--- src/design/cvh_vstore.sv ---
// ----------------------------------------------------------------------------
// Vertex store
// Single-port write, single-port read memory with a registered read.
// ----------------------------------------------------------------------------
module cvh_vstore #(
   parameter int DEPTH = 32,
   parameter int WIDTH = 72
) (
   input  logic                     clock,
   input  logic                     wr_en,
   input  logic [$clog2(DEPTH)-1:0] wr_addr,
   input  logic [WIDTH-1:0]         wr_data,
   input  logic [$clog2(DEPTH)-1:0] rd_addr,
   output logic [WIDTH-1:0]         rd_data
);

   logic [WIDTH-1:0] mem [DEPTH];
   logic [WIDTH-1:0] rd_data_ff;

   always_ff @(posedge clock) begin
      if (wr_en) begin
         mem[wr_addr] <= wr_data;
      end
      rd_data_ff <= mem[rd_addr];
   end

   assign rd_data = rd_data_ff;

endmodule

--- config.mk ---
export PLATFORM = sky130hd
export DESIGN_NAME = cvh_vstore
export DESIGN_NICKNAME = d
export VERILOG_FILES = /design/src/design/cvh_vstore.sv
export SDC_FILE = /design/constraint.sdc
export NUM_CORES = 2
export LEC_CHECK = 0
export BUFFER_PORTS_ARGS = -buffer_cell sky130_fd_sc_hd__buf_2
export CAP_MARGIN = 0
export CORE_MARGIN = 2
export CORE_UTILIZATION = 35
export CTS_BUF_LIST = sky130_fd_sc_hd__clkbuf_16
export CTS_CLUSTER_SIZE = 16
export DETAILED_ROUTE_END_ITERATION = 16
export SETUP_SLACK_MARGIN = 0.1
export SLEW_MARGIN = 0
export SYNTH_ARGS = -nofsm -noshare
export SYNTH_HDL_FRONTEND = slang
export SYNTH_SLANG_ARGS = --single-unit
export TNS_END_PERCENT = 1
--- constraint.sdc ---
create_clock -name clock -period 12.7 [get_ports clock]
set_clock_uncertainty 0.2 [all_clocks]
set_input_delay 3.175 -clock clock [delete_from_list [all_inputs] [get_ports clock]]
set_output_delay 3.175 -clock clock [all_outputs]
set_load 0.01 [all_outputs]
* After elaboration in Yosys (flattened, before gate mapping)
Memory sizes are Yosys's and may differ from the RTL's. A register that Yosys moved wholly into a read port is not among the register bits.
Index checks and enable logic that the tools add are counted.
** Word-level totals
- Register bits after elaboration :: 0
- Memory bits (writable) :: 2304
- Input bits :: 84
- Output and inout port bits :: 72
- Word-level logic and storage cells :: 3
- Memories kept :: 1
** Operators by class
- Muxes and demuxes :: 2
** Memories
- mem :: words 32, width 72, read ports 1, clocked after memory_dff 1, wr ports 1, line 17 : logic [WIDTH-1:0] mem [DEPTH];
** Operators by type and width (count)
- 1-bit 2-to-1 mux :: 2

* Longest topological paths before layout
- Depth after elaboration :: 2
- Gate-level depth with buffers :: 9
- Gate-level depth less buffers :: 4

* Worst setup path after synthesis
Ideal clock, no wire load.
- Path kind :: in2reg
- Start point :: input wr_addr[1]
- End point :: memory mem[12][0], enable pin
- Setup time :: 0.503 ns
- Data arrival time :: 6.841 ns
- Data required time :: 11.997 ns
- Path slack :: 5.156 ns
- Stages on the path :: 3
- Buffers on the path :: 1
- Cells stage by stage :: or3b_2 clkbuf_1 nor2_1
** RTL lines
- from (decl) :: line 11 : input logic [$clog2(DEPTH)-1:0] wr_addr,
- to (decl) :: line 17
Straight into the memory's write port.

* Worst setup path in the final report
- Start point :: input wr_addr[1]
- End point :: memory mem[31][59], enable pin
Straight into the memory's write port.

==> metrics.md <==
| Metric | Value |
|---|---|
| Kind of end point of the critical path | `flip-flop` |
| Setup WS post-layout | `6560 ps` |
| Flop-to-flop setup slack | `10,570 ps` |
| Routed Antenna Nets | `0` |
| Arr. time, crit path | `approximately 6400 ps` |
| Clk sinks | `roughly 2,400` |
| TritonRoute pass-1 iters | `5` |
| Worst slew margin | `21.6%` |
| Slowest CP cell | `nor2_4` |
| Crit-path max FO | `30` |
| Synth Instances | `around 4,200` |
| Seq/Total Area, Yosys | `approximately 79%` |
| Crit path kind | `in2reg` |
| Total power | `around 16 mW` |
| Mapped Area | `~89,000 sq um` |
| Placed cells | `7,604` |
| Die Height | `between 500 and 600 um` |
| HPWL after DPL | `between 100,000 and 150,000 um` |
| Die X | `509 um` |
| Setup bufs post-CTS | `0` |
| Largest net degree at the start of global routing | `110` |
| Later-pin clock latency in the skew report | `around 880 ps` |
| Pre-CTS setup slack | `5710 ps` |
| Power Density | `approximately 160 nW/um^2` |
| Setup_tns | `0 ps` |
| Max-cap viol count | `0` |
| Clock transition at path regs | `~60 ps` |
| LEAKAGE | `approximately 33 nW` |
| Initial Util | `between 30% and 40%` |
| Routed vias/inst | `between 5 and 6` |
| Number of synthesis warnings | `0` |
| Root Buffer | `clkbuf_16` |
| Post-Syn Nets | `4,292` |
| Resize count post-CTS | `0` |
| TritonCTS buffer count | `approximately 230` |
| Layout area overhead | `14.1%` |
| Fmax | `0.163 GHz` |
| Drt initial violations | `5,235` |
| DIE AREA | `around 260,000 sq um` |
| Initial antenna violation count | `34` |
| CTS tree | `yes` |
| Number of port buffers | `approximately 160` |
| Period utilization | `roughly half` |
| Final non-filler cell total | `about 8,100` |
| Fin. max-slew vios | `0` |
| Routed via count | `44,000` |
| Cell Chain, Critical Path | `buf_2 > nand3_1 > nor2_4 > buf_4 > buf_4` |
| GRT Total Usage | `18.0%` |
| Unrepaired setup endpoints after global routing | `no` |
| HP Class | `reg2reg` |
| Synth unique cells | `32` |
| Clk buf depth | `3` |
| Crit path top cell by count | `buf_4` |
| Vias in the first global route | `about 44,000` |
| Total gr overflow | `0` |
| CP Launch Type | `primary input` |
| Mean Syn Cell Area | `about 21 sq um` |
| First-pass GRT wire length | `about 330,000 um` |
| Worst Max-Slew Pin Slew | `between 1000 and 1500 ps` |
| #FFs+latches synth | `~2,400` |
| Setup violators final | `0` |
| Worst stage delay on the critical path | `roughly 900 ps` |
| Maximum VDD drop | `~0.15 mV` |
| Wire per inst | `a little under 30 um` |
| Final hold vios | `0` |
| CTS H-tree depth | `4` |
| Worst EP required | `12,930 ps` |
| Routability cong. | `about 0.75` |
| Top post-synthesis cells by area | `edfxtp_1 78%, mux4_2 7.5%, mux2i_1 6.3%, a22oi_1 3.1%, dfxtp_1 1.6%` |
| CTS Hold Bufs | `0` |
| Status | `complete, no violations` |
| Ports | `approximately 160` |
| Share of the synthesized area in the top cell type | `about 78%` |
| Final instance area | `roughly 100,000 sq um` |
| WL final | `between 200,000 and 250,000 um` |
| Final #Nets | `around 4,600` |
| Core box area | `254,000 sq um` |
| Largest area contributor in the netlist | `edfxtp_1` |
| Fraction of layout instances using a drive strength above 1 | `between 20 and 25%` |
| Row Count | `between 150 and 200` |
| Fin crit period | `about 6000 ps` |
| # DRC | `0` |
| Area after DPL | `approximately 94,000 sq um` |
-- through the flow --
| stage | hold slack (ps) | utilization (%) |
|---|---|---|
| after CTS | 400 | 40.1 |
| after floorplan | 359 | - |
| after global placement | 417 | 37.1 |
| after global routing | 417 | 40.1 |
| final | 385 | 40.1 |
| after detailed placement | 421 | 37.1 |
-- layout make-up --
class,instances,area [sq um]
Fill cell,22500,152000
Sequential cell,2376,70600
Multi-Input combinational cell,1595,17500
Clock buffer,234,5860
Tap cell,3366,4210
Clock inverter,207,1780
Timing Repair Buffer,267,1680
Antenna cell,7,17.5
-- final timing paths --
path                from  cells after the start     endpoint
max           wr_addr[1]                      5  mem[31][59]
max reg2reg   mem[7][24]                      4  rd_data[24]
min reg2reg  mem[27][59]                      4  rd_data[59]
min          mem[27][59]                      4  rd_data[59]
-- flip-flops by register name, indices dropped and copies added (netlist names) --
signal,flops
mem,2304
rd_data,72
-- synth_stat cells --
master and n:
and2_0 2, or3_1 1, edfxtp_1 2304, mux2i_1 560, a21oi_1 6, nand4_1 27
nor2_1 39, a2bb2oi_1 2, nand2_1 9, buf_4 21, o211ai_1 6, nor3b_2 1
buf_6 28, a31oi_1 39, nor2_2 2, or3b_2 3, a22o_1 45, and3_1 2
dfxtp_1 72, nor3_1 3, clkbuf_1 100, nand3_1 138, nand3b_1 5, o21ai_0 6
nor2b_1 19, buf_1 7, a221oi_1 6, and3b_1 2, a22oi_1 367, mux4_2 296
and2_1 9, buf_2 81
-- worst max-delay path, delay by kind of cell --
family / cells / cell delay, ps
AND/OR/NAND/NOR: 2 / 1510
buffers and inverters: 3 / 1640
-- power by group --
part	internal, mW	switching [mW]	leakage, nW
logic	0.257	0.488	7.80
clock network	3.84	2.97	3.99
registers	8.72	0.0580	21.4
-- metal layers --
metal	wire length, um	track usage (%)	vias to the layer above
met5	93	0	-
met4	5810	4.79	16
met3	17200	3.25	369
met2	114000	29.1	1769
met1	98600	25.0	23700
li1	-	-	18200
-- cell families after synthesis --
group           share of synthesized area, %
flops                                   79.3
mux                                     13.8
compound gates                          4.00
simple gates                            1.53
buf+inv                                 1.44
-- cell usage in the layout, fill, tap and decap left out, types with 24 or more instances in the layout --
master        n
a22o_1       45
a22oi_1     367
a31oi_1      39
buf_2       151
buf_4       111
bufinv_16    24
clkbuf_16   234
clkinv_1     52
clkinv_2     40
dfxtp_1      72
edfxtp_1   2304
inv_1        70
mux2i_1     560
mux4_2      296
nand3_1     138
nand4_1      27
nor2_4       34
Power figures use the tool's default switching activity.
